$ cat src/rtl/tgc_pkg.sv
// Shared types, codes and constants for the touch gesture classifier.
`default_nettype none

package tgc_pkg;

  // Width of the tick counter, advanced by tick beats, and of all tick timestamps.
  localparam int TICK_WIDTH = 32;
  localparam int COORD_W    = 12;
  localparam int CFG_DATA_W = 16;
  localparam int CFG_IDX_W  = 2;

  // Register reset values.
  localparam logic [15:0] DEBOUNCE_TICKS_RST     = 16'd5;
  localparam logic [11:0] CLICK_MAX_DISTANCE_RST = 12'd100;
  localparam logic [15:0] CLICK_MIN_TICKS_RST    = 16'd10;
  localparam logic [15:0] MOVE_MIN_TICKS_RST     = 16'd20;

  typedef logic [TICK_WIDTH-1:0] tick_t;
  typedef logic [COORD_W-1:0]    coord_t;

  // Configuration register indexes.
  typedef enum logic [CFG_IDX_W-1:0] {
    REG_DEBOUNCE_TICKS     = 2'd0,
    REG_CLICK_MAX_DISTANCE = 2'd1,
    REG_CLICK_MIN_TICKS    = 2'd2,
    REG_MOVE_MIN_TICKS     = 2'd3
  } reg_idx_t;

  // Item kinds carried by the action field.
  typedef enum logic {
    ACT_TICK   = 1'b0,
    ACT_SAMPLE = 1'b1
  } action_t;

  typedef enum logic [1:0] {
    GEST_NONE  = 2'd0,
    GEST_CLICK = 2'd1,
    GEST_MOVE  = 2'd2
  } gesture_t;

  typedef enum logic [1:0] {
    PHASE_NONE  = 2'd0,
    PHASE_DOWN  = 2'd1,
    PHASE_PRESS = 2'd2,
    PHASE_UP    = 2'd3
  } phase_t;

  typedef struct packed {
    logic [15:0] debounce_ticks;
    coord_t      click_max_distance;
    logic [15:0] click_min_ticks;
    logic [15:0] move_min_ticks;
  } cfg_t;

  typedef struct packed {
    action_t action;
    logic    touch_detected;
    coord_t  touch_x;
    coord_t  touch_y;
  } item_t;

  typedef struct packed {
    gesture_t gesture;
    phase_t   phase;
  } result_t;

endpackage

`default_nettype wire

$ cat src/rtl/touch_gesture_classifier_unit.sv
// Top level of the touch gesture classifier: input stage, core and result register.
//
// Usage:
//   Input channel (in_valid / in_stall) carries action, touch_detected, touch_x and
//   touch_y. A beat with action = 0 is a tick: it advances the internal tick counter
//   and gives no result. A beat with action = 1 is a touch sample and gives exactly
//   one result beat on the output channel (out_valid / out_stall) with gesture and
//   contact_phase.
//   A sample passes the input register and then the result register; all work for a
//   beat is done combinationally between them. Throughput: one beat per cycle, ticks
//   and samples alike, while no sample waits on a stalled receiver; the input register
//   and the result register each hold one beat.
//   When the receiver stalls, the result register holds its beat; a waiting sample in
//   the input register then stalls the input, while ticks still pass through.
//   Reset (rst, synchronous) empties both registers, clears the tick counter and all
//   touch state, and loads the register defaults. Configuration (cfg_wr_en, cfg_index,
//   cfg_data) is meant to change only while the block is idle.
`default_nettype none

module touch_gesture_classifier_unit (
  input  wire logic                            clk,
  input  wire logic                            rst,
  input  wire logic                            cfg_wr_en,
  input  wire logic [tgc_pkg::CFG_IDX_W-1:0]   cfg_index,
  input  wire logic [tgc_pkg::CFG_DATA_W-1:0]  cfg_data,
  input  wire logic                            in_valid,
  output logic                                 in_stall,
  input  wire logic                            action,
  input  wire logic                            touch_detected,
  input  wire logic [tgc_pkg::COORD_W-1:0]     touch_x,
  input  wire logic [tgc_pkg::COORD_W-1:0]     touch_y,
  output logic                                 out_valid,
  input  wire logic                            out_stall,
  output logic [1:0]                           gesture,
  output logic [1:0]                           contact_phase
);
  import tgc_pkg::*;

  cfg_t    cfg;
  item_t   stage_item;
  logic    stage_vld;
  logic    stage_adv;
  logic    in_fire;
  logic    out_free;
  result_t core_res;
  result_t out_res;

  tgc_cfg_regs u_cfg (
    .clk       (clk),
    .rst       (rst),
    .cfg_wr_en (cfg_wr_en),
    .cfg_index (cfg_index),
    .cfg_data  (cfg_data),
    .cfg       (cfg)
  );

  // The stage moves on unless it holds a sample and the result register is blocked.
  assign out_free  = !out_valid || !out_stall;
  assign stage_adv = stage_vld && (stage_item.action == ACT_TICK || out_free);
  assign in_stall  = stage_vld && !stage_adv;
  assign in_fire   = in_valid && !in_stall;

  // Input register.
  always_ff @(posedge clk) begin
    if (rst) begin
      stage_vld <= 1'b0;
    end else begin
      stage_vld <= in_fire || (stage_vld && !stage_adv);
    end
  end

  always_ff @(posedge clk) begin
    if (in_fire) begin
      stage_item <= '{action:         action_t'(action),
                      touch_detected: touch_detected,
                      touch_x:        touch_x,
                      touch_y:        touch_y};
    end
  end

  tgc_core u_core (
    .clk     (clk),
    .rst     (rst),
    .step_en (stage_adv),
    .item    (stage_item),
    .cfg     (cfg),
    .res     (core_res)
  );

  // Result register: loaded by each sample, emptied when the receiver takes it.
  always_ff @(posedge clk) begin
    if (rst) begin
      out_valid <= 1'b0;
    end else if (stage_adv && stage_item.action == ACT_SAMPLE) begin
      out_valid <= 1'b1;
    end else if (!out_stall) begin
      out_valid <= 1'b0;
    end
  end

  always_ff @(posedge clk) begin
    if (stage_adv && stage_item.action == ACT_SAMPLE) begin
      out_res <= core_res;
    end
  end

  assign gesture       = out_res.gesture;
  assign contact_phase = out_res.phase;

endmodule

`default_nettype wire

$ cat src/rtl/tgc_cfg_regs.sv
// Configuration register file of the touch gesture classifier.
`default_nettype none

module tgc_cfg_regs (
  input  wire logic                            clk,
  input  wire logic                            rst,
  input  wire logic                            cfg_wr_en,
  input  wire logic [tgc_pkg::CFG_IDX_W-1:0]   cfg_index,
  input  wire logic [tgc_pkg::CFG_DATA_W-1:0]  cfg_data,
  output tgc_pkg::cfg_t                        cfg
);
  import tgc_pkg::*;

  // Decode the index and write the selected register, masked to its width.
  always_ff @(posedge clk) begin
    if (rst) begin
      cfg.debounce_ticks     <= DEBOUNCE_TICKS_RST;
      cfg.click_max_distance <= CLICK_MAX_DISTANCE_RST;
      cfg.click_min_ticks    <= CLICK_MIN_TICKS_RST;
      cfg.move_min_ticks     <= MOVE_MIN_TICKS_RST;
    end else if (cfg_wr_en) begin
      unique case (reg_idx_t'(cfg_index))
        REG_DEBOUNCE_TICKS:     cfg.debounce_ticks     <= cfg_data;
        REG_CLICK_MAX_DISTANCE: cfg.click_max_distance <= cfg_data[COORD_W-1:0];
        REG_CLICK_MIN_TICKS:    cfg.click_min_ticks    <= cfg_data;
        REG_MOVE_MIN_TICKS:     cfg.move_min_ticks     <= cfg_data;
        default: ;
      endcase
    end
  end

endmodule

`default_nettype wire

$ cat src/rtl/tgc_core.sv
// Debounce, contact phase and gesture logic with its state registers.
`default_nettype none

module tgc_core (
  input  wire logic    clk,
  input  wire logic    rst,
  input  wire logic    step_en,
  input  wire tgc_pkg::item_t item,
  input  wire tgc_pkg::cfg_t  cfg,
  output tgc_pkg::result_t res
);
  import tgc_pkg::*;

  tick_t  tick_count, tick_count_next;
  tick_t  debounce_start, debounce_start_next;
  tick_t  press_time, press_time_next;
  logic   raw_prev_touch, raw_prev_touch_next;
  logic   filtered_touch, filtered_touch_next;
  coord_t filtered_x, filtered_x_next;
  coord_t filtered_y, filtered_y_next;
  coord_t press_x, press_x_next;
  coord_t press_y, press_y_next;

  tick_t  settle_age;
  tick_t  press_age;
  coord_t dist_x;
  coord_t dist_y;
  logic   is_sample;

  // Per-axis distance from the press point to the position held before this beat.
  assign dist_x = (filtered_x >= press_x) ? filtered_x - press_x : press_x - filtered_x;
  assign dist_y = (filtered_y >= press_y) ? filtered_y - press_y : press_y - filtered_y;
  // Press duration; the press time only changes on touch down, where it is not used.
  assign press_age = tick_count - press_time;
  assign is_sample = (item.action == ACT_SAMPLE);

  // Next state and the result of the current beat.
  always_comb begin
    tick_count_next     = tick_count;
    debounce_start_next = debounce_start;
    press_time_next     = press_time;
    raw_prev_touch_next = raw_prev_touch;
    filtered_touch_next = filtered_touch;
    filtered_x_next     = filtered_x;
    filtered_y_next     = filtered_y;
    press_x_next        = press_x;
    press_y_next        = press_y;
    res.gesture         = GEST_NONE;
    res.phase           = PHASE_NONE;
    settle_age          = tick_count - debounce_start;

    if (!is_sample) begin
      tick_count_next = tick_count + tick_t'(1);
    end else begin
      // A raw edge restarts the debounce window at the current tick.
      if (item.touch_detected != raw_prev_touch) begin
        debounce_start_next = tick_count;
        settle_age          = '0;
      end
      if (settle_age >= tick_t'(cfg.debounce_ticks)) begin
        filtered_touch_next = item.touch_detected;
        filtered_x_next     = item.touch_x;
        filtered_y_next     = item.touch_y;
      end
      raw_prev_touch_next = item.touch_detected;

      case ({filtered_touch, filtered_touch_next})
        2'b01: begin
          res.phase       = PHASE_DOWN;
          press_x_next    = filtered_x_next;
          press_y_next    = filtered_y_next;
          press_time_next = tick_count;
        end
        2'b11: begin
          res.phase = PHASE_PRESS;
          if (press_age > tick_t'(cfg.move_min_ticks)) begin
            res.gesture = GEST_MOVE;
          end
        end
        2'b10: begin
          res.phase = PHASE_UP;
          if (dist_x < cfg.click_max_distance && dist_y < cfg.click_max_distance &&
              press_age > tick_t'(cfg.click_min_ticks)) begin
            res.gesture = GEST_CLICK;
          end
        end
        default: res.phase = PHASE_NONE;
      endcase
    end
  end

  // State registers advance once per beat taken from the input stage.
  always_ff @(posedge clk) begin
    if (rst) begin
      tick_count     <= '0;
      debounce_start <= '0;
      press_time     <= '0;
      raw_prev_touch <= 1'b0;
      filtered_touch <= 1'b0;
      filtered_x     <= '0;
      filtered_y     <= '0;
      press_x        <= '0;
      press_y        <= '0;
    end else if (step_en) begin
      tick_count     <= tick_count_next;
      debounce_start <= debounce_start_next;
      press_time     <= press_time_next;
      raw_prev_touch <= raw_prev_touch_next;
      filtered_touch <= filtered_touch_next;
      filtered_x     <= filtered_x_next;
      filtered_y     <= filtered_y_next;
      press_x        <= press_x_next;
      press_y        <= press_y_next;
    end
  end

endmodule

`default_nettype wire

$ cat config.mk
export PLATFORM = sky130hd
export DESIGN_NAME = touch_gesture_classifier_unit
export DESIGN_NICKNAME = d
export VERILOG_FILES = /design/src/rtl/tgc_pkg.sv /design/src/rtl/touch_gesture_classifier_unit.sv /design/src/rtl/tgc_cfg_regs.sv /design/src/rtl/tgc_core.sv
export SDC_FILE = /design/constraint.sdc
export NUM_CORES = 1
export LEC_CHECK = 0
export ABC_AREA = 1
export CAP_MARGIN = 10
export CORE_ASPECT_RATIO = 1.4
export CORE_MARGIN = 3
export CORE_UTILIZATION = 30
export CTS_CLUSTER_SIZE = 10
export DETAILED_ROUTE_END_ITERATION = 7
export DONT_BUFFER_PORTS = 1
export GPL_TIMING_DRIVEN = 0
export PLACE_DENSITY = 0.55
export SETUP_SLACK_MARGIN = 0.2
export SLEW_MARGIN = 10
export SYNTH_ARGS = -nofsm -noshare
export SYNTH_HDL_FRONTEND = slang
export SYNTH_SLANG_ARGS = --single-unit
$ cat constraint.sdc
create_clock -name clk -period 5.4 [get_ports clk]
set_clock_uncertainty 0.2 [all_clocks]
set_input_delay 0.54 -clock clk [delete_from_list [all_inputs] [get_ports clk]]
set_output_delay 0.54 -clock clk [all_outputs]
set_load 0.05 [all_outputs]
==> results.toml, run 1 <==
[status]
status = "completed"

[synth]
seq_area_frac_synth_pct = 28.6
yosysTopAreaCell = "dfxtp_1"
synthArstFlopShare_pct = 0
postSynthCellCount = 2590
synth.top_cell.area_share_pct = 23.5
yosysWarnings = 0
synthesis.area_um2 = 17700
yosys_register_bits = 238
ys_types = 54
synth-edff-count = 30
synth_nets = 2827
syn_area_per_cell_um2 = 6.84
yosys-top-cells-area = "dfxtp_1, ha_1, nand2_1"
ys.flop_type = "dfxtp_1"

[timing]
maxSlewViolCount = 0
max-slew-margin-rel_pct = 17.2
rsz0062_at_grt = "yes"
min_period_over_period_pct = 90.4
finalHoldViolations = 0
setup_viol = 0
tightest_slew_ps = 1240
period_needed_ps = 4880
holdWs_ps = 39.6
maxClockFrequency_mhz = 205

[layout]
drive_above_1_share_pct = 6.63
multiInputGateArea_um2 = 10700
syn2layout_area_growth_pct = 13.1
layout.nets = 2908
ff_latch_area_um2 = 5070
n_fill_cell = 6245
diodes = 0

[pwr]
power.leakage_uw = 0.00935
power_uw = 5760
pwr_density_cell_nw_per_um2 = 287
peakVddDrop_v = 0.000226

[drt]
drc = 0
vias = 16416
drt-pass1-iter-count = 6
wire_per_inst_um = 15.9
drtIter0Drc = 920
avgViaCountPerCell = 4.79
postRouteAntennaNets = 0
wirelength_um = 54500

[hold_path]
min_path_type = "in -> reg"

[grt]
grt_pass1_vias = 16152
grt_pass1_wl_um = 86100
grtUsageTotal_pct = 17.4
overflow = 0
grt_max_degree = 27
antenna_found_initial = 0

[job]
drv_cap = 0

[setup_path]
cpMostUsedCell = "nand2_1"
worstSetupPathType = "reg -> reg"
max_stage_delay_ps = 390
cp.arrival_ps = 5150
critPathRequiredTime_ps = 5670
cp_max_fo = 10
endpoint_kind = "flip-flop"
crit_path_start_kind = "flip-flop"
cp_slowest_cell = "fa_1"

[die]
fp-row-count = 104
initial_core_util_pct = 30.6
core_area_um2 = 57900
die_x_um = 211
dieArea_um2 = 62000
die_y_um = 293
io_pins = 55

[cts]
path_clk_slew_ps = 60
clock-root-buffer = "clkbuf_16"
clk_latency_ps = 570
cts_sinks = 238
tritoncts = "built"
h-tree-depth = 1
clock_path_buffers = 3
cts_inserted_buffers = 28

[placed_design]
gp_congestion = 0.935
hpwl_um = 44400
io_buffers = 0
==> cells in the mapped netlist (8+ instances only) <==
library cell / count
nand3_1: 148
nand3_2: 48
o21ai_0: 200
a211oi_1: 9
buf_2: 9
ha_1: 182
xnor2_1: 24
inv_1: 458
a21o_1: 8
nor2_1: 171
nor2_2: 8
xor2_1: 38
nor3_1: 30
o211ai_1: 10
and2_1: 8
nand2_1: 504
a21oi_1: 313
nand4_1: 22
clkbuf_1: 50
edfxtp_1: 30
nand2_2: 19
o21bai_1: 8
o21a_1: 8
dfxtp_1: 208
==> worst paths after layout <==
path | from | end | slack (ps) | cells past startpoint
setup / recovery | u_core.tick_count[0]$_SDFFE_PP0P_ | u_core.press_y[10]$_SDFFE_PP0P_ | 520 | 30
hold / removal | cfg_index[1] | u_cfg.cfg[46]$_SDFFE_PP1P_ | 40 | 3
setup reg to reg | u_core.tick_count[0]$_SDFFE_PP0P_ | u_core.press_y[10]$_SDFFE_PP0P_ | 520 | 30
hold reg to reg | u_core.press_time[20]$_SDFFE_PP0P_ | u_core.press_time[20]$_SDFFE_PP0P_ | 260 | 2
==> what timing repair did <==
item / 4_1_cts / 5_1_grt
setup endpoints to repair: 60 / 57
endpoints found under the hold margin: 82 / 0
gates cloned: 0 / 0
hold buffers: 47 / 0
resized for setup: 22 / 25
pin swaps: 1 / 3
buffers inserted: 1 / 3
==> sequential cells by signal (all words and copies together), names as in the netlist <==
name	flops
u_core.tick_count	32
u_core.press_time	32
u_core.filtered_y	12
u_core.raw_prev_touch	1
out_valid	1
u_cfg.cfg	60
u_core.filtered_x	12
u_core.press_y	12
u_core.press_x	12
u_core.filtered_touch	1
stage_vld	1
contact_phase	2
stage_item	26
u_core.debounce_start	32
gesture	2
==> worst max-delay path: cells and delay by family (launching register included) <==
kind | cells | cell delay [ps]
adder cells (fa/ha/maj) | 4 | 1110
AO/OA/AOI/OAI | 2 | 300
buffers and inverters | 8 | 1050
XOR/XNOR | 1 | 150
AND/OR/NAND/NOR | 15 | 1620
flip-flops | 1 | 350
==> power breakdown <==
| group | internal [uW] | leakage [uW] | switching [uW] |
|---|---|---|---|
| combinational | 798 | 0.00700 | 1360 |
| clock | 942 | 0.000373 | 740 |
| sequential | 1870 | 0.00199 | 42.0 |
==> cells by family (layout without fill, tap and decap cells) <==
| logic type | after synthesis | in the layout | synth area share, % |
|---|---|---|---|
| flip-flops | 238 | 238 | 28.6 |
| buffers and inverters | 532 | 625 | 11.7 |
| AO/OA/AOI/OAI | 575 | 575 | 17.2 |
| AND/OR/NAND/NOR | 991 | 991 | 25.7 |
| XOR/XNOR | 62 | 62 | 3.07 |
| adder cells (fa/ha/maj) | 188 | 188 | 13.5 |
| multiplexers | 4 | 4 | 0.233 |
==> placed cells by master (no fill, tap or decap), types with 47 or more instances in the layout <==
cell type,count
a21oi_1,312
nand2_1,499
nor2_1,170
dlygate4sd3_1,47
nand3_1,147
dfxtp_1,205
clkbuf_1,53
nand3_2,47
ha_1,180
inv_1,456
o21ai_0,200
==> area by class of cell <==
class                           instances  area share (%)
Sequential cell                       238            25.3
Tap cell                              742            4.63
Clock inverter                          3           0.131
Multi-Input combinational cell       1820            53.2
Timing Repair Buffer                   51            2.50
Clock buffer                           39            3.70
Inverter                              465            8.74
Buffer                                 67            1.80
==> stage by stage <==
stage	cell area, um2	setup WS (ps)	utilization (%)	TNS [ps]	instances
6_report	20000	521	34.6	0	3425
5_1_grt	20000	177	34.6	0	3425
4_1_cts	20000	184	34.5	0	3422
3_5_place_dp	18600	-1520	32.2	-75850	3332
3_3_place_gp	18600	-1460	32.2	-74230	3332
2_1_floorplan	17700	1010	-	0	2590
==> layer usage <==
| layer | GRT usage (%) | part of all wire (%) | vias up | wire, um |
|---|---|---|---|---|
| met4 | 6.44 | 3.8 | 0 | 2050 |
| met2 | 33.8 | 53 | 262 | 29000 |
| met5 | 0 | 0 | - | 0 |
| met3 | 1.42 | 2.6 | 93 | 1430 |
| li1 | - | - | 8610 | - |
| met1 | 19.5 | 40 | 7451 | 22000 |
No activity file was read; power rests on OpenSTA's default activity.
==> inputs of run 2 (changes only) <==
--- a/config.mk
+++ b/config.mk
@@ -9,12 +9,12 @@
 export CAP_MARGIN = 10
 export CORE_ASPECT_RATIO = 1.4
 export CORE_MARGIN = 3
-export CORE_UTILIZATION = 30
+export CORE_UTILIZATION = 65
 export CTS_CLUSTER_SIZE = 10
 export DETAILED_ROUTE_END_ITERATION = 7
 export DONT_BUFFER_PORTS = 1
 export GPL_TIMING_DRIVEN = 0
-export PLACE_DENSITY = 0.55
+export PLACE_DENSITY = 0.92
 export SETUP_SLACK_MARGIN = 0.2
 export SLEW_MARGIN = 10
 export SYNTH_ARGS = -nofsm -noshare
==> constraint.sdc (replaced) <==
create_clock -name clk -period 5.4 [get_ports clk]
set_clock_uncertainty 0.2 [all_clocks]
set_input_delay 0.54 -clock clk [delete_from_list [all_inputs] [get_ports clk]]
set_output_delay 0.54 -clock clk [all_outputs]
set_load 0.02 [all_outputs]
==> run 2 against run 1 <==
Compared with the run above:
- the run now ends with hold timing left
- sequential share of layout area up 0.72 points
- final area down 2.8%
- count of clock-buffer cells in the layout down 3
- combinational power up 6%
- via count up 9.9%
- power up 1.0%
- largest power group unchanged
==> results.toml, run 2 (synthesis results as in run 1) <==
[setup_path]
r2r-start = "stage_item[24]$_DFFE_PP_"
worstSetupPathType = "reg -> reg"
cp.arrival_ps = 5460
r2r_setup_slack_ps = 190
crit_path_start_kind = "flip-flop"
rr_worst_depth = 26
critPathRequiredTime_ps = 5650
endpoint_kind = "flip-flop"
cp_max_fo = 10
r2r_end = "u_core.press_y[4]$_SDFFE_PP0P_"
startpoint = "stage_item[24]$_DFFE_PP_"

[timing]
finalHoldViolations = 4
max-slew-margin-rel_pct = 41.5
rsz0062_at_grt = "yes"
setup_viol = 0
maxClockFrequency_mhz = 192
min_period_over_period_pct = 96.5
maxSlewViolCount = 0
period_needed_ps = 5210
holdWs_ps = -5.44
tightest_slew_ps = 877

[layout]
diodes = 0
n_fill_cell = 2100
multiInputGateArea_um2 = 10600
syn2layout_area_growth_pct = 9.95
largest_reg_flops = 60
mostFrequentLayoutCell = "nand2_1"
fin_cells = 3033
largest-register = "u_cfg.cfg"
layout.nets = 2902
final_cell_mix = "nand2_1, inv_1, a21oi_1"
ff_latch_area_um2 = 5070
drive_above_1_share_pct = 6.36
postLayoutCellArea_um2 = 19500

[die]
initial_core_util_pct = 67.0
fp-row-count = 70
dieArea_um2 = 29300
io_pins = 55
die_y_um = 201
die_x_um = 146
core_area_um2 = 26500

[hold_path]
hold_depth = 2
holdPathEnd = "u_cfg.cfg[12]$_SDFFE_PP0P_"
hp-start = "cfg_data[12]"
min_path_type = "in -> reg"

[placed_design]
placed_area_um2 = 18200
dp_cells = 2950
gp_congestion = 1.02
hpwl_um = 41300
io_buffers = 0

[cts]
clock_path_buffers = 3
cts_inserted_buffers = 27
tritoncts = "built"
cts_sinks = 238
clock-root-buffer = "clkbuf_16"
clk_latency_ps = 560
path_clk_slew_ps = 60
h-tree-depth = 1

[status]
violations = "hold timing"
status = "finished, violations left"

[drt]
postRouteAntennaNets = 0
avgViaCountPerCell = 5.95
drc = 0
vias = 18034
wire_per_inst_um = 18.3
drt-pass1-iter-count = 6
wirelength_um = 55500
drtIter0Drc = 1721

[grt]
antenna_found_initial = 1
grtUsageTotal_pct = 36.3
grt_pass1_vias = 17873
overflow = 0
grt_pass1_wl_um = 87300
grt_max_degree = 27

[pwr]
pwr_density_cell_nw_per_um2 = 299
peakVddDrop_v = 0.000345
power.leakage_uw = 0.00932

[job]
drv_cap = 0
run 2: changes by cell type in the layout (fill, tap and decap cells not counted), sizes merged:
cell,change
clkbuf,-2
dlygate4sd3,-7
buf,+1
clkinv,-2
run 2: how the worst max path moves through the flow:
stage	slack [ps]	endpoint	cells after the start
4_1_cts	190	u_core.press_y[4]$_SDFFE_PP0P_	28
5_1_grt	190	u_core.press_time[28]$_SDFFE_PP0P_	23
3_5_place_dp	-1530	u_core.press_y[1]$_SDFFE_PP0P_	27
6_report	190	u_core.press_y[4]$_SDFFE_PP0P_	26
3_3_place_gp	-1340	u_core.press_y[9]$_SDFFE_PP0P_	27
2_1_floorplan	1010	u_core.press_x[10]$_SDFFE_PP0P_	27
run 2: timing repair:
item	CTS	global route
gates cloned	0	0
hold buffers	40	0
setup endpoints to repair	85	57
pin swaps	2	1
resized for setup	22	18
endpoints found under the hold margin	57	0
buffers inserted	2	4
run 2: cell type report:
cell class / count / area share, %
plain buffers: 67 / 1.88
clock buffers: 36 / 3.64
clock inverters: 1 / 0.0450
inverters: 465 / 9.00
multi-input cells: 1820 / 54.7
flip-flops and latches: 238 / 26.0
well taps: 360 / 2.31
repair buffers: 46 / 2.42
run 2: per-stage QoR:
stage / power (uW) / setup slack (ps) / hold WS (ps) / util, % / TNS [ps]
4_1_cts: 5690 / 194 / 0.148 / 73.3 / 0
3_3_place_gp: 3950 / -1340 / 244 / 68.7 / -69520
2_1_floorplan: 3500 / 1010 / 235 / - / 0
6_report: 5810 / 189 / -5.44 / 73.6 / 0
5_1_grt: 6100 / 186 / 9.85 / 73.6 / 0
3_5_place_dp: 4050 / -1530 / 252 / 68.7 / -78600
run 2: power breakdown:
part | leakage [uW] | switching, uW | internal [uW]
Clock | 0.000348 | 716 | 899
Sequential | 0.00198 | 43.3 | 1870
Combinational | 0.00698 | 1450 | 830
run 2: worst max-delay path, stage by stage (launching register included):
cell	delay (ps)
edfxtp_1	480
xnor2_1	590
clkinv_1	530
or2_2	420
ha_1	280
nand2_1	80
nand3_1	80
nand2_1	70
nand2_1	60
nand2_1	50
nand2_1	50
nand2_1	50
nand2_1	40
nand2_1	290
nand2_1	120
nor2_2	160
nand3_4	140
buf_6	200
nand3_2	90
nand2_2	90
ha_1	220
nand2_4	120
buf_8	170
clkbuf_8	200
a21oi_1	90
nand2_1	120
inv_1	60
run 2: metal layers:
| metal | vias up | GRT usage (%) | share of wire, % |
|---|---|---|---|
| met2 | 904 | 66.8 | 50 |
| li1 | 8585 | - | - |
| met4 | 2 | 26.1 | 8.3 |
| met1 | 8234 | 38.0 | 35 |
| met3 | 309 | 4.30 | 6.6 |
| met5 | - | 0 | 0.034 |
==> inputs of run 3 (changes only) <==
--- a/config.mk
+++ b/config.mk
@@ -14,7 +14,7 @@
 export DETAILED_ROUTE_END_ITERATION = 7
 export DONT_BUFFER_PORTS = 1
 export GPL_TIMING_DRIVEN = 0
-export PLACE_DENSITY = 0.92
+export PLACE_DENSITY = 0.86
 export SETUP_SLACK_MARGIN = 0.2
 export SLEW_MARGIN = 10
 export SYNTH_ARGS = -nofsm -noshare
==> run 3 against run 2 <==
Compared with the run above:
- routed wire length up 2.9%
- sequential share of layout area shrank 0.18 points
- largest cell class unchanged
- clock power grew 6%
- the flow now finishes without violations
- worst hold slack better by 7.4 ps
- via count hardly changed
- count of clock-buffer cells in the layout rose by 3
- non-clock buffer count rose by 3
- power is 2.0% higher
- setup slack gained 90 ps
- register-to-register slack gained 90 ps
==> results.toml, run 3 (synthesis results as in run 1) <==
[status]
status = "completed"

[die]
initial_core_util_pct = 67.0
io_pins = 55
core_area_um2 = 26500
die_x_um = 146
fp-row-count = 70
die_y_um = 201
dieArea_um2 = 29300

[cts]
cts_sinks = 238
tritoncts = "built"
cts_inserted_buffers = 28
clk_latency_ps = 570
h-tree-depth = 1
path_clk_slew_ps = 60
clock-root-buffer = "clkbuf_16"
clock_path_buffers = 3

[layout]
largest-register = "u_cfg.cfg"
final_cell_mix = "nand2_1, inv_1, a21oi_1"
postLayoutCellArea_um2 = 19600
utilization_pct = 74.2
mostFrequentLayoutCell = "nand2_1"
syn2layout_area_growth_pct = 10.8
largest_reg_flops = 60
drive_above_1_share_pct = 6.79
layout.nets = 2906

[drt]
vias = 18030
postRouteAntennaNets = 0
avgViaCountPerCell = 5.92
drc = 0
wire_per_inst_um = 18.7
drt-pass1-iter-count = 8
wirelength_um = 57100
drtIter0Drc = 1331

[grt]
grt_pass1_wl_um = 89100
grt_pass1_vias = 18002
grt_max_degree = 27
grtUsageTotal_pct = 37.6
overflow = 0
antenna_found_initial = 2

[placed_design]
io_buffers = 0
gp_congestion = 0.997
hpwl_um = 43500
placed_area_um2 = 18200
dp_slack_ps = -1430

[setup_path]
endpoint_kind = "flip-flop"
cp_max_fo = 10
max_stage_delay_ps = 500
cp_slowest_cell = "dfxtp_1"
cpMostUsedCell = "nand2_1"
worstSetupPathType = "reg -> reg"
critPathRequiredTime_ps = 5650
cp.arrival_ps = 5370
crit_path_start_kind = "flip-flop"

[timing]
max-slew-margin-rel_pct = 38.6
rsz0062_at_grt = "no"
maxSlewViolCount = 0
holdWs_ps = 1.99
min_period_over_period_pct = 94.8
finalWorstSetupSlack_ps = 279
maxClockFrequency_mhz = 195
period_needed_ps = 5120
tightest_slew_ps = 911
fin_tns_setup_ps = 0
setup_viol = 0
finalHoldViolations = 0

[job]
drv_cap = 0

[hold_path]
min_path_type = "in -> reg"

[pwr]
peakVddDrop_v = 0.000306
pwr_density_cell_nw_per_um2 = 302
power.leakage_uw = 0.00939
==> run 3: changes by cell type in the layout (fill, tap and decap cells not counted), sizes merged <==
cell         delta
buf             -3
diode           +5
dlygate4sd3     +3
clkinvlp        +1
clkbuf          +6
==> run 3: per-layer routing <==
layer / vias to the layer above / GRT usage (%) / routed length (um)
met3: 290 / 5.14 / 3630
met5: - / 0 / 0
met4: 0 / 30.8 / 5690
met1: 8333 / 36.8 / 19100
met2: 788 / 69.7 / 28700
li1: 8619 / - / -
==> run 3: stage by stage <==
stage / total power, uW / std cells
3_5_place_dp: 4070 / 2950
5_1_grt: 6230 / 3042
2_1_floorplan: 3500 / 2590
4_1_cts: 5830 / 3035
6_report: 5930 / 3045
3_3_place_gp: 4000 / 2950
==> run 3: worst max-delay path, delay by kind of cell (launching register included) <==
family,cells,cell delay [ps]
and+or+nand+nor,16,1890
adders and majority gates,3,920
AOI/OAI and AO/OA,3,460
DFF,1,500
buffers and inverters,5,680
xor gates and xnor gates,1,320
==> run 3: what timing repair did <==
item	CTS	global route
pin swaps	1	3
buffers inserted	1	5
hold endpoints to repair	73	0
hold buffers	43	0
resized for setup	25	22
setup endpoints to repair	83	59
==> run 3: cell type report <==
| class | count | area [um2] |
|---|---|---|
| clock buffers | 39 | 772 |
| plain buffers | 67 | 375 |
| diodes | 5 | 12.5 |
| inverters | 465 | 1750 |
| multi-input cells | 1820 | 10700 |
| repair buffers | 49 | 488 |
| clock inverters | 2 | 23.8 |
| well taps | 360 | 450 |
| flip-flops and latches | 238 | 5070 |
| fillers | 2151 | 6840 |
==> run 3: report_power, final <==
group	internal [uW]	switching [uW]
Sequential	1870	43.0
Clock	977	733
Combinational	823	1480
==> run 3: final timing paths <==
| path | start | end | slack [ps] | cells past startpoint |
|---|---|---|---|---|
| worst min-delay path | cfg_data[9] | u_cfg.cfg[41]$_SDFFE_PP0P_ | 2 | 2 |
| worst min register to register | u_core.press_time[15]$_SDFFE_PP0P_ | u_core.press_time[15]$_SDFFE_PP0P_ | 260 | 2 |
| worst max-delay path | u_core.tick_count[4]$_SDFFE_PP0P_ | u_core.press_x[7]$_SDFFE_PP0P_ | 280 | 28 |
| worst max register to register | u_core.tick_count[4]$_SDFFE_PP0P_ | u_core.press_x[7]$_SDFFE_PP0P_ | 280 | 28 |
